### config.mk
export PLATFORM = sky130hd
export DESIGN_NAME = hex_text_packet_deframer_core
export DESIGN_NICKNAME = d
export VERILOG_FILES = /design/src/rtl/core/htpd_pkg.sv /design/src/rtl/core/hex_text_packet_deframer_core.sv /design/src/rtl/core/htpd_char_class.sv
export SDC_FILE = /design/constraint.sdc
export NUM_CORES = 1
export LEC_CHECK = 0
export ABC_AREA = 0
export BUFFER_PORTS_ARGS = -buffer_cell sky130_fd_sc_hd__buf_2
export CAP_MARGIN = 10
export CORE_AREA = 2 2 98 91
export CTS_CLUSTER_DIAMETER = 60
export DETAILED_ROUTE_END_ITERATION = 8
export DIE_AREA = 0 0 100 93
export PLACE_DENSITY_LB_ADDON = 0.12
export SYNTH_ARGS = -nofsm -noshare
export SYNTH_HDL_FRONTEND = slang
export SYNTH_SLANG_ARGS = --single-unit
export TNS_END_PERCENT = 50
### constraint.sdc
create_clock -name clk -period 9 [get_ports clk]
set_clock_uncertainty 0.15 [all_clocks]
set_input_delay 0.9 -clock clk [delete_from_list [all_inputs] [get_ports clk]]
set_output_delay 0.9 -clock clk [all_outputs]
set_load 0.005 [all_outputs]
### src/rtl/core/htpd_pkg.sv
// Shared types and constants for the hex text packet deframer.
`timescale 1ns / 1ps
`default_nettype none

package htpd_pkg;

    // Result kinds carried on the output tuser
    localparam logic [1:0] KIND_DATA     = 2'd0;
    localparam logic [1:0] KIND_END      = 2'd1;
    localparam logic [1:0] KIND_OVERFLOW = 2'd2;

    localparam int unsigned KIND_W  = 2;
    localparam int unsigned CHAR_W  = 8;
    localparam int unsigned BYTE_W  = 8;
    localparam int unsigned LEN_W   = 16;
    localparam int unsigned OUT_W   = BYTE_W + LEN_W;

    localparam logic [LEN_W-1:0] MAX_LEN_RESET = 16'd2048;

    // Character codes used by the classifier
    localparam logic [CHAR_W-1:0] CHAR_TAB     = 8'h09;
    localparam logic [CHAR_W-1:0] CHAR_CR      = 8'h0D;
    localparam logic [CHAR_W-1:0] CHAR_SPACE   = 8'h20;
    localparam logic [CHAR_W-1:0] CHAR_ZERO    = 8'h30;
    localparam logic [CHAR_W-1:0] CHAR_NINE    = 8'h39;
    localparam logic [CHAR_W-1:0] CHAR_UPPER_A = 8'h41;
    localparam logic [CHAR_W-1:0] CHAR_UPPER_F = 8'h46;
    localparam logic [CHAR_W-1:0] CHAR_LOWER_A = 8'h61;
    localparam logic [CHAR_W-1:0] CHAR_LOWER_F = 8'h66;

    // Classification of one character
    typedef struct packed {
        logic       blank;
        logic       hex;
        logic [3:0] digit;
    } char_class_t;

endpackage

`default_nettype wire

### src/rtl/core/hex_text_packet_deframer_core.sv
// Top level of the hex text packet deframer.
`timescale 1ns / 1ps
`default_nettype none

// Turns a stream of ASCII hex characters into data bytes, packet-end
// markers and overflow errors. One character is taken every clock cycle
// for as long as the result side keeps up; a character is held in an input
// register and its result is then loaded into the result register, from
// which it is offered on the result stream until taken. Characters that
// give no result still take their slot in the input register. The result
// register is refilled in the same cycle it is emptied, so no bubbles
// appear under continuous flow. The maximum packet length register is
// written over the cfg channel, which is always ready; write it only while
// no characters are in flight.
module hex_text_packet_deframer_core (
    input  wire logic                          clk,
    input  wire logic                          rst_n,
    // Configuration: max_packet_len
    input  wire logic                          cfg_valid,
    output logic                               cfg_ready,
    input  wire logic [htpd_pkg::LEN_W-1:0]    cfg_data,
    // Input stream
    input  wire logic                          s_axis_tvalid,
    output logic                               s_axis_tready,
    input  wire logic [htpd_pkg::CHAR_W-1:0]   s_axis_tdata,   // [7:0] char_in
    // Result stream
    output logic                               m_axis_tvalid,
    input  wire logic                          m_axis_tready,
    output logic [htpd_pkg::OUT_W-1:0]         m_axis_tdata,   // [7:0] data_byte,
                                                               // [23:8] packet_length
    output logic [htpd_pkg::KIND_W-1:0]        m_axis_tuser    // [1:0] kind
);

    // Input register
    logic                          in_valid_reg, in_valid_next;
    logic [htpd_pkg::CHAR_W-1:0]   in_char_reg;

    // Decoder state
    logic [3:0]                    high_nibble_reg, high_nibble_next;
    logic                          pending_reg, pending_next;
    logic [htpd_pkg::LEN_W-1:0]    count_reg, count_next;
    logic                          discard_reg, discard_next;
    logic [htpd_pkg::LEN_W-1:0]    max_len_reg;

    // Result register
    logic                          out_valid_reg, out_valid_next;
    logic [htpd_pkg::KIND_W-1:0]   out_kind_reg, out_kind_next;
    logic [htpd_pkg::BYTE_W-1:0]   out_byte_reg, out_byte_next;
    logic [htpd_pkg::LEN_W-1:0]    out_len_reg, out_len_next;

    logic                          advance;
    logic                          res_valid;
    htpd_pkg::char_class_t         cls;

    htpd_char_class u_class (
        .char_code (in_char_reg),
        .cls       (cls)
    );

    // Character in the input register is consumed when the result slot is free
    assign advance       = in_valid_reg && (!out_valid_reg || m_axis_tready);
    assign s_axis_tready = !in_valid_reg || advance;
    assign cfg_ready     = 1'b1;

    assign m_axis_tvalid = out_valid_reg;
    assign m_axis_tuser  = out_kind_reg;
    assign m_axis_tdata  = {out_len_reg, out_byte_reg};

    // Decode step for the registered character
    always_comb
    begin
        high_nibble_next = high_nibble_reg;
        pending_next     = pending_reg;
        count_next       = count_reg;
        discard_next     = discard_reg;
        res_valid        = 1'b0;
        out_kind_next    = htpd_pkg::KIND_DATA;
        out_byte_next    = '0;
        out_len_next     = '0;

        if (advance)
        begin
            if (cls.blank)
            begin
                pending_next = 1'b0;
                discard_next = 1'b0;
                if (count_reg != '0)
                begin
                    res_valid     = 1'b1;
                    out_kind_next = htpd_pkg::KIND_END;
                    out_len_next  = count_reg;
                    count_next    = '0;
                end
            end
            else if (!discard_reg)
            begin
                if (!cls.hex)
                begin
                    pending_next = 1'b0;
                end
                else if (!pending_reg)
                begin
                    high_nibble_next = cls.digit;
                    pending_next     = 1'b1;
                end
                else
                begin
                    pending_next = 1'b0;
                    res_valid    = 1'b1;
                    if (count_reg >= max_len_reg)
                    begin
                        // Packet too long: report once, drop to next whitespace
                        count_next    = '0;
                        discard_next  = 1'b1;
                        out_kind_next = htpd_pkg::KIND_OVERFLOW;
                    end
                    else
                    begin
                        count_next    = count_reg + 1'b1;
                        out_kind_next = htpd_pkg::KIND_DATA;
                        out_byte_next = {high_nibble_reg, cls.digit};
                    end
                end
            end
        end
    end

    // Handshake bookkeeping for both registers
    always_comb
    begin
        in_valid_next = in_valid_reg;
        if (s_axis_tready)
        begin
            in_valid_next = s_axis_tvalid;
        end

        out_valid_next = out_valid_reg;
        if (advance && res_valid)
        begin
            out_valid_next = 1'b1;
        end
        else if (m_axis_tready)
        begin
            out_valid_next = 1'b0;
        end
    end

    // Control state
    always_ff @(posedge clk or negedge rst_n)
    begin
        if (!rst_n)
        begin
            in_valid_reg    <= 1'b0;
            out_valid_reg   <= 1'b0;
            high_nibble_reg <= '0;
            pending_reg     <= 1'b0;
            count_reg       <= '0;
            discard_reg     <= 1'b0;
            max_len_reg     <= htpd_pkg::MAX_LEN_RESET;
        end
        else
        begin
            in_valid_reg    <= in_valid_next;
            out_valid_reg   <= out_valid_next;
            high_nibble_reg <= high_nibble_next;
            pending_reg     <= pending_next;
            count_reg       <= count_next;
            discard_reg     <= discard_next;
            if (cfg_valid && cfg_ready)
            begin
                max_len_reg <= cfg_data;
            end
        end
    end

    // Payload registers
    always_ff @(posedge clk)
    begin
        if (s_axis_tvalid && s_axis_tready)
        begin
            in_char_reg <= s_axis_tdata;
        end
        if (advance && res_valid)
        begin
            out_kind_reg <= out_kind_next;
            out_byte_reg <= out_byte_next;
            out_len_reg  <= out_len_next;
        end
    end

endmodule

`default_nettype wire

### src/rtl/core/htpd_char_class.sv
// Character classifier: whitespace detect and hex digit decode.
`timescale 1ns / 1ps
`default_nettype none

module htpd_char_class (
    input  wire logic [htpd_pkg::CHAR_W-1:0] char_code,
    output htpd_pkg::char_class_t            cls
);

    logic is_dec;
    logic is_alpha;

    // Range checks; letters a-f and A-F share low nibbles 1..6
    always_comb
    begin
        is_dec   = (char_code >= htpd_pkg::CHAR_ZERO) && (char_code <= htpd_pkg::CHAR_NINE);
        is_alpha = ((char_code >= htpd_pkg::CHAR_LOWER_A) &&
                    (char_code <= htpd_pkg::CHAR_LOWER_F)) ||
                   ((char_code >= htpd_pkg::CHAR_UPPER_A) &&
                    (char_code <= htpd_pkg::CHAR_UPPER_F));

        cls.blank = (char_code == htpd_pkg::CHAR_SPACE) ||
                    ((char_code >= htpd_pkg::CHAR_TAB) && (char_code <= htpd_pkg::CHAR_CR));
        cls.hex   = is_dec || is_alpha;
        cls.digit = is_alpha ? (char_code[3:0] + 4'd9) : char_code[3:0];
    end

endmodule

`default_nettype wire

==> results of run 1 <==
## cell families after synthesis
group / after synthesis
flops: 74
xor+xnor: 2
other cells: 1
buf+inv: 37
mux: 2
compound gates: 53
simple gates: 151
fa+ha+maj: 22
## stage by stage
step	worst slack, ps	utilization [%]	area, sq um
detailed placement	4960	48.1	4000
floorplan	5890	-	3630
CTS	4950	50.7	4220
global route	5050	50.8	4230
global placement	5200	48.1	4000
finish	5410	50.8	4230
## worst max path at each step
stage | startpoint | to | slack (ps)
after floorplan | in_char_reg[0] | m_axis_tuser[0] | 5890
after global placement | in_char_reg[0] | out_len_reg[15] | 5200
after detailed placement | in_char_reg[0] | out_len_reg[7] | 4960
after CTS | in_char_reg[0] | out_byte_reg[5] | 4950
after global routing | in_char_reg[0] | count_reg[12] | 5050
final | in_char_reg[0] | out_len_reg[7] | 5410
## power by group through the flow
stage	Clock, mW	Combinational (mW)	Sequential, mW
final	0.281	0.0817	0.396
after global routing	0.306	0.0962	0.400
after CTS	0.290	0.0830	0.396
after detailed placement	0	0.0826	0.403
after global placement	0	0.0795	0.402
after floorplan	0	0.0570	0.396
## layout make-up
type                       instances  area, sq um  area share [%]
clock inverter                     6         88.8            2.10
timing repair buffer              59          303            7.16
clock buffer                      10          128            3.02
inverter                          26         97.6            2.31
multi-input combinational        231         1460            34.5
tap                              102          128            3.02
sequential                        74         2020            47.9
## Yosys cell counts (all sizes together), types with 2 or more instances
master | instances | area (sq um)
a2111oi | 2 | 17.5
a21o | 4 | 30.0
a21oi | 8 | 40.0
a31oi | 2 | 12.5
and2 | 17 | 106
buf | 3 | 23.8
clkbuf | 8 | 30.0
dfrtp | 39 | 976
edfxtp | 34 | 1020
ha | 22 | 275
inv | 26 | 97.6
nand2 | 45 | 169
nand2b | 5 | 31.3
nand3 | 23 | 115
nand3b | 4 | 30.0
nand4 | 4 | 25.0
nor2 | 16 | 60.1
nor2b | 2 | 12.5
nor3 | 5 | 25.0
nor3b | 3 | 22.5
nor4 | 6 | 37.5
o211ai | 2 | 15.0
o21ai | 26 | 130
or2 | 4 | 25.0
or3 | 9 | 56.3
or4 | 2 | 15.0
or4b | 2 | 23.8
## worst max-delay path: stages, from the launching register on
cell	delay, ps
edfxtp_1	510
inv_1	130
ha_1	220
o21bai_1	70
a2111oi_0	700
o2111ai_2	280
nor2b_1	200
buf_4	200
inv_1	750
## layer usage
metal  global-route usage [%]  vias up
met1                     24.3     1208
met5                        0        -
li1                         -     1325
met4                     4.79        0
met2                     25.4       78
met3                     5.31        8
==> key figures, run 1 <==
Flow run
  – Max cap viols: 0

STA
  – Tmin final: between 3000 and 4000 ps
  – Rel. slew slack: 32.5%
  – Endpoints failing hold: 0
  – Pins Over Slew Limit: 0
  – # setup viols final: 0
  – Period utilization: 39.9%
  – Setup TNS: 0 ps
  – Worst slew pin tran: ~1000 ps
  – RSZ-0062 raised after global routing: no
  – FMAX: ~280 MHz
  – WHS: 332 ps

CTS
  – # hold bufs at CTS: 0
  – Worst-path clk slew: around 80 ps
  – Max Root-Sink Buffers: 2
  – TritonCTS Buffers: 9
  – Worst-Skew Late Latency: 350 ps
  – CTS tree: done
  – Clock Tree Root: clkbuf_8
  – CTS Sinks: 74
  – Post-CTS sizing: 0
  – H-tree level count: 3
  – Postcts setup bufs: 0

Routing
  – Highest metal used: met4
  – Total routed wirelength: roughly 7200 um
  – Iter 0 DRT Violations: 185
  – DRT Pass-1 Iters: 4
  – Met2 routed WL: 3140 um
  – ANT nets after route: 0
  – WL per Instance: roughly 14 um
  – DRC: 0
  – Vias/cell: 5.16
  – M1 wire length: 3580 um
  – Met3 wire length: 445 um
  – Vias: around 2600

Yosys
  – Syn Inst Count: 342
  – Synth Area per Inst: 10.6 sq um
  – Ys async rst share: 54.1%
  – Post-synthesis sequential area ratio: 55.8%
  – Post-Synth Adder-Cell Area: 7.59%
  – Top_reg_cell synth: dfrtp_1
  – Syn nets: 393
  – XOR/XNOR Fraction of Synth Area: 0.483%
  – Largest family of logic cells by synthesized area: simple AND/OR/NAND/NOR gates
  – Post-synthesis mux area share: 0.586%
  – Number of library cell types mapped by synthesis: 49
  – Synth Area in Simple Gates: 21.8%
  – Count of state elements after synthesis: 74
  – Number of synthesized flops with an enable pin: 34
  – Yosys warns: 0
  – Synth Area in Compound Gates: 9.49%
  – Post-Syn Area: 3630 sq um

Worst setup path
  – Reg-to-reg slack, setup: approximately 5400 ps
  – Worst setup SP type: flop
  – R2R Path End: out_len_reg[7]
  – Reg2Reg Launch Point: in_char_reg[0]
  – Kind of critical path: flop to flop
  – CP Data Required Time: 8830 ps
  – Worst R2R Path Depth: 8
  – Worst EP arrival: about 3400 ps
  – Setup crit end kind: flop
  – Critical path peak fanout: 28

Final layout
  – Layout net count: 452
  – Layout cells sized above 1: between 20 and 25%
  – Area Growth Syn to Fin: 16.5%
  – Leading cell type in the layout, fill and taps excluded: buf_2
  – Fin cells: roughly 510
  – Ant. Diodes: 0
  – Most frequent cells in the layout: buf_2, nand2_1, dfrtp_1
  – # fillers: about 790

Power
  – Internal power: 567 uW
  – Comb pwr share: 10.8%
  – Switching fraction of total power: 25.2%
  – Switching power: approximately 190 uW
  – Power Total: 758 uW
  – Max VDD drop: 79.3 uV
  – Power density over the cells: between 150 and 200 nW/um^2
  – Clk pwr share: 37.0%
  – Sequential Power Share: 52.2%
  – Leak: roughly 1.8 nW

Placed design
  – Dpl hpwl: slightly above 5000 um
  – Placer congestion estimate: slightly above 0.8
  – # port buffers: 56
  – Post-placement cell count: approximately 490

Global routing
  – Initial antenna violation count: 0
  – Total gr overflow: 0
  – Global-route wire length before repair: ~12000 um
  – Vias in the first global route: between 2000 and 2500
  – Pin count of the biggest net entering global routing: a little over 40
  – Tot GR Track Use: about 17%

Floorplan
  – Total core area: 8330 sq um
  – Die Wd: 100 um
  – Site Rows: 32
  – Die ar.: 9300 sq um
  – Die H: 93 um
  – I/O pin total: slightly below 60
  – Initial core utilization: between 40 and 50%

Hold path
  – WHS Endpoint: high_nibble_reg[1]
  – WHS Path Cells: 2
  – Hold Path Class: flop to flop
  – Hold_sp: high_nibble_reg[1]

Status
  – Outcome: completed
Note: power is estimated with default switching activity, not from simulation.
==> run 2, diff against run 1 <==
==> constraint.sdc (replaced) <==
create_clock -name clk -period 3.2 [get_ports clk]
set_clock_uncertainty 0.15 [all_clocks]
set_input_delay 0.32 -clock clk [delete_from_list [all_inputs] [get_ports clk]]
set_output_delay 0.32 -clock clk [all_outputs]
set_load 0.005 [all_outputs]
==> key figures, run 2 (synthesis gave the netlist of run 1 again) <==
Routing
  – WL per Instance: 14.1 um (-1.2%)
  – Total routed wirelength: 7530 um (+3.9%)
  – DRC: 0 (unchanged)
  – Iter 0 DRT Violations: 150 (-19%)
  – DRT Pass-1 Iters: 4 (unchanged)
  – Vias: 2691 (+2.7%)
  – ANT nets after route: 0 (unchanged)
  – Vias/cell: 5.04 (-2.3%)

STA
  – Endpoints failing hold: 0 (unchanged)
  – Period utilization: 93.8% (+54 points)
  – # setup viols final: 0 (unchanged)
  – RSZ-0062 raised after global routing: no
  – WHS: 24.0 ps (-308 ps)
  – Worst slew pin tran: 936 ps (-75.9 ps)
  – Setup TNS: 0 ps (unchanged)
  – Pins Over Slew Limit: 0 (unchanged)
  – FMAX: 333 MHz (+20%)
  – Post-route worst setup slack: 198 ps (-5210 ps)
  – Tmin final: 3000 ps (-586 ps)
  – Rel. slew slack: 37.6% (+5.1 points)

Placed design
  – Place WS: 130 ps (-4830 ps)
  – Dpl hpwl: 5390 um (+4.8%)
  – Placed Area: 4150 sq um (+3.7%)
  – # port buffers: 56 (unchanged)
  – Placer congestion estimate: 0.862 (+6.1%)
  – Post-placement cell count: 509 (+3.7%)

Floorplan
  – Die Wd: 100 um (unchanged)
  – I/O pin total: 58 (unchanged)
  – Total core area: 8330 sq um (unchanged)
  – Die ar.: 9300 sq um (unchanged)
  – Die H: 93 um (unchanged)
  – Initial core utilization: 43.6% (unchanged)
  – Site Rows: 32 (unchanged)

Power
  – Max VDD drop: 217 uV (+170%)
  – Comb pwr share: 13.4% (+2.6 points)
  – Switching power: 528 uW (+180%)
  – Clk pwr share: 34.0% (-3.0 points)
  – Sequential Power Share: 52.5% (+0.3 points)
  – Power Total: 2.09 mW (+180%)
  – Power density over the cells: 470 nW/um^2 (+160%)
  – Internal power: 1.56 mW (+170%)
  – Leak: 1.93 nW (+6.5%)
  – Switching fraction of total power: 25.3% (+0.11 points)

Global routing
  – Global-route wire length before repair: 12400 um (+1.7%)
  – Initial antenna violation count: 0 (unchanged)
  – Total gr overflow: 0 (unchanged)
  – Pin count of the biggest net entering global routing: 41 (unchanged)
  – Tot GR Track Use: 17.5% (+0.34 points)
  – Vias in the first global route: 2427 (-0.57%)

Final layout
  – Most frequent cells in the layout: buf_2, nand2_1, dfrtp_1
  – # fillers: 752 (-5.2%)
  – Post-route cell area: 4440 sq um (+5.1%)
  – Final core utilization: 53.3% (+2.6 points)
  – Leading cell type in the layout, fill and taps excluded: buf_2
  – Ant. Diodes: 0 (unchanged)
  – Layout net count: 478 (+5.8%)
  – Layout cells sized above 1: 23.4% (+2.9 points)
  – Fin cells: 534 (+5.1%)
  – Area Growth Syn to Fin: 22.4%

CTS
  – TritonCTS Buffers: 9 (unchanged)
  – Clock Tree Root: clkbuf_8
  – Worst-Skew Late Latency: 340 ps (about the same)
  – CTS tree: done
  – Worst-path clk slew: 80 ps (about the same)
  – Max Root-Sink Buffers: 2 (unchanged)
  – H-tree level count: 3 (unchanged)
  – CTS Sinks: 74 (unchanged)

Worst setup path
  – Crit-path slowest cell: edfxtp_1
  – Worst setup SP type: flop
  – Worst-path cell chain: inv_1 -> ha_1 -> nor3b_1 -> a311oi_4 -> o2111ai_2 -> nor2b_1 -> buf_4 -> or4b_1 -> o21ai_0
  – CP top delay family: simple AND/OR/NAND/NOR gates
  – CP Data Required Time: 3300 ps (-5530 ps)
  – Buf/Inv on CP: 2 (-1)
  – Critical path peak fanout: 11 (-61%)
  – Kind of critical path: flop to flop
  – Setup crit end kind: flop
  – Worst EP arrival: 3100 ps (-320 ps)
  – CP peak stage delay: 490 ps (-260 ps)

Hold path
  – Hold Path Class: primary input to flop

Flow run
  – Max cap viols: 0 (unchanged)

Status
  – Outcome: completed
## run 2: cell types whose count changed in the layout (fill, tap and decap cells not counted), moves of 2 or more
cell,change
clkinv_2,+2
clkbuf_1,+2
buf_4,+16
dlygate4sd3_1,+9
inv_6,-2
## run 2: worst register-to-register path: cells and delay by family (launching register included)
family,cells,cell delay (ps)
and+or+nand+nor,3,870
AOI/OAI and AO/OA,3,860
adders and majority gates,1,250
DFF,1,490
buffers and inverters,2,290
## run 2: timing repair
action / in CTS / in global routing
hold buffers: 9 / 0
hold endpoints to repair: 29 / 0
setup endpoints to repair: 0 / 20
buffers inserted: 0 / 0
gates resized for setup: 0 / 3
## run 2: path summary, 6_finish.rpt
path / start / to / slack (ps) / cells after the start
worst max-delay path: in_char_reg[0] / count_reg[13] / 200 / 9
worst min-delay path: s_axis_tvalid / in_valid_reg / 20 / 2
worst max register to register: in_char_reg[0] / count_reg[13] / 200 / 9
worst min register to register: high_nibble_reg[0] / high_nibble_reg[0] / 330 / 2
max in group asynchronous: rst_n / count_reg[4] / 1800 / 2
min in group asynchronous: rst_n / count_reg[15] / 510 / 2
## run 2: final cells by class
type	count	area (sq um)	share of cell area, %
clock buffer	13	149	3.35
inverter	26	97.6	2.20
sequential	74	2020	45.6
tap	102	128	2.87
clock inverter	3	40.0	0.902
multi-input combinational	231	1470	33.1
timing repair buffer	85	533	12.0
## run 2: power by group through the flow
stage | combinational, mW | clock, mW | sequential, mW
after floorplan | 0.160 | 0 | 1.11
after global placement | 0.263 | 0 | 1.11
after detailed placement | 0.270 | 0 | 1.12
after CTS | 0.280 | 0.727 | 1.10
after global routing | 0.327 | 0.770 | 1.10
final | 0.280 | 0.710 | 1.10
## run 2: per-layer routing
metal	GRT usage [%]	vias up	part of all wire, %
met5	0	-	0
met4	7.08	0	1.8
met3	3.59	11	5.3
met2	23.7	67	41
met1	27.0	1235	52
li1	-	1378	-
==> run 3, diff against run 2 <==
--- a/config.mk
+++ b/config.mk
@@ -12,7 +12,8 @@
 export CTS_CLUSTER_DIAMETER = 60
 export DETAILED_ROUTE_END_ITERATION = 8
 export DIE_AREA = 0 0 100 93
-export PLACE_DENSITY_LB_ADDON = 0.12
+export PLACE_DENSITY = 0.66
+export SKIP_LAST_GASP = 1
 export SYNTH_ARGS = -nofsm -noshare
 export SYNTH_HDL_FRONTEND = slang
 export SYNTH_SLANG_ARGS = --single-unit
==> key figures, run 3 (synthesis gave the netlist of run 1 again) <==
Status
  – Outcome: completed

Worst setup path
  – Worst R2R Path Depth: 9 (unchanged)
  – CP top delay family: simple AND/OR/NAND/NOR gates
  – Worst-path cell chain: inv_1 -> ha_1 -> o21bai_1 -> a2111oi_0 -> buf_4 -> o2111ai_2 -> or3_4 -> or3b_1 -> nand3_1
  – CP peak stage delay: 510 ps (+20 ps)
  – Setup crit start: in_char_reg[0]
  – R2R Path End: count_reg[2]
  – Kind of critical path: flop to flop
  – Setup crit end kind: flop
  – Buf/Inv on CP: 2 (unchanged)
  – Critical path peak fanout: 12 (+1)
  – Reg2Reg Launch Point: in_char_reg[0]
  – CP Data Required Time: 3330 ps (+30 ps)
  – Worst EP arrival: 3090 ps (about the same)
  – Reg-to-reg slack, setup: 250 ps (+50 ps)
  – Crit-path slowest cell: or3_4
  – Worst setup SP type: flop

Power
  – Power density over the cells: 465 nW/um^2 (-1.2%)
  – Leak: 1.92 nW (-0.39%)
  – Max VDD drop: 193 uV (-11%)

Final layout
  – Post-route cell area: 4420 sq um (-0.54%)
  – Layout cells sized above 1: 23.4% (unchanged)
  – Most frequent cells in the layout: buf_2, nand2_1, dfrtp_1
  – Layout net count: 478 (unchanged)
  – # fillers: 764 (+1.6%)
  – Ant. Diodes: 0 (unchanged)
  – Final core utilization: 53.0% (-0.29 points)
  – Leading cell type in the layout, fill and taps excluded: buf_2
  – Area Growth Syn to Fin: 21.8%

Floorplan
  – Die Wd: 100 um (unchanged)
  – I/O pin total: 58 (unchanged)
  – Initial core utilization: 43.6% (unchanged)
  – Site Rows: 32 (unchanged)
  – Die ar.: 9300 sq um (unchanged)
  – Total core area: 8330 sq um (unchanged)
  – Die H: 93 um (unchanged)

Routing
  – DRT Pass-1 Iters: 4 (unchanged)
  – DRC: 0 (unchanged)
  – ANT nets after route: 0 (unchanged)
  – Iter 0 DRT Violations: 163 (+8.7%)
  – Vias/cell: 5.20 (+3.2%)
  – Total routed wirelength: 7510 um (-0.23%)
  – Vias: 2777 (+3.2%)
  – WL per Instance: 14.1 um (-0.23%)

Placed design
  – Place WS: 158 ps (+27.7 ps)
  – Placer congestion estimate: 0.905 (+4.9%)
  – Dpl hpwl: 5560 um (+3.2%)
  – # port buffers: 56 (unchanged)
  – Placed Area: 4140 sq um (-0.30%)

CTS
  – Worst-Skew Late Latency: 340 ps (about the same)
  – TritonCTS Buffers: 9 (unchanged)
  – Worst-path clk slew: 70 ps (about the same)
  – Max Root-Sink Buffers: 2 (unchanged)
  – H-tree level count: 3 (unchanged)
  – CTS Sinks: 74 (unchanged)
  – CTS tree: done
  – Postcts setup bufs: 0 (unchanged)
  – Clock Tree Root: clkbuf_8

Hold path
  – Hold_sp: s_axis_tvalid
  – Hold Path Class: primary input to flop
  – WHS Path Cells: 2 (unchanged)
  – WHS Endpoint: in_valid_reg

Global routing
  – Tot GR Track Use: 17.5% (+0.044 points)
  – Pin count of the biggest net entering global routing: 41 (unchanged)
  – Global-route wire length before repair: 12700 um (+2.3%)
  – Total gr overflow: 0 (unchanged)
  – Initial antenna violation count: 0 (unchanged)
  – Vias in the first global route: 2716 (+12%)

STA
  – Post-route worst setup slack: 247 ps (+49.4 ps)
  – Period utilization: 92.3% (-1.5 points)
  – Setup TNS: 0 ps (unchanged)
  – Worst slew pin tran: 898 ps (-37.5 ps)
  – # setup viols final: 0 (unchanged)
  – Tmin final: 2950 ps (-49.4 ps)
  – Endpoints failing hold: 0 (unchanged)
  – Rel. slew slack: 40.1% (+2.5 points)
  – WHS: 24.0 ps (-0.0663 ps)
  – RSZ-0062 raised after global routing: no
  – Pins Over Slew Limit: 0 (unchanged)
  – FMAX: 339 MHz (+1.7%)

Flow run
  – Max cap viols: 0 (unchanged)
==> run 3: power by group <==
part | internal (mW) | switching (mW)
clock | 0.350 | 0.327
combinational | 0.122 | 0.155
sequential | 1.06 | 0.0419
==> run 3: area by class of cell <==
class                      instances  area, sq um  share of cell area, %
clock buffer                       9          124                   2.80
clock inverter                     7         60.1                   1.36
inverter                          26         97.6                   2.21
multi-input combinational        231         1460                   33.1
sequential                        74         2020                   45.8
tap                              102          128                   2.89
timing repair buffer              85          520                   11.8
==> run 3: how the worst max path moves through the flow <==
stage	to	cells past startpoint
2_1_floorplan	m_axis_tuser[0]	8
3_3_place_gp	count_reg[0]	9
3_5_place_dp	count_reg[0]	9
4_1_cts	count_reg[2]	9
5_1_grt	count_reg[0]	9
6_report	count_reg[2]	9
==> run 3: worst register-to-register path: cells and delay by family (launching register included) <==
family	cells	cell delay [ps]
AO/OA/AOI/OAI	3	710
buffers and inverters	2	330
AND/OR/NAND/NOR	3	1000
flip-flops	1	500
adder cells (fa/ha/maj)	1	210
==> run 3: per-stage QoR <==
stage / power (mW) / std cells
after floorplan: 1.27 / 342
after global placement: 1.37 / 509
after detailed placement: 1.39 / 509
after CTS: 2.07 / 532
after global routing: 2.17 / 534
final: 2.05 / 534
==> run 3: per-layer routing <==
metal	vias up	part of all wire [%]	wire (um)	global-route usage [%]
met2	83	45	3390	26.2
met5	-	0	0	0
li1	1374	-	-	-
met3	11	6.7	505	3.96
met1	1309	47	3500	24.7
met4	0	1.6	120	7.08
==> run 3: timing repair <==
action	CTS	global route
setup endpoints to repair	0	6
hold endpoints to repair	45	2
gates resized for setup	0	1
hold buffers	7	2
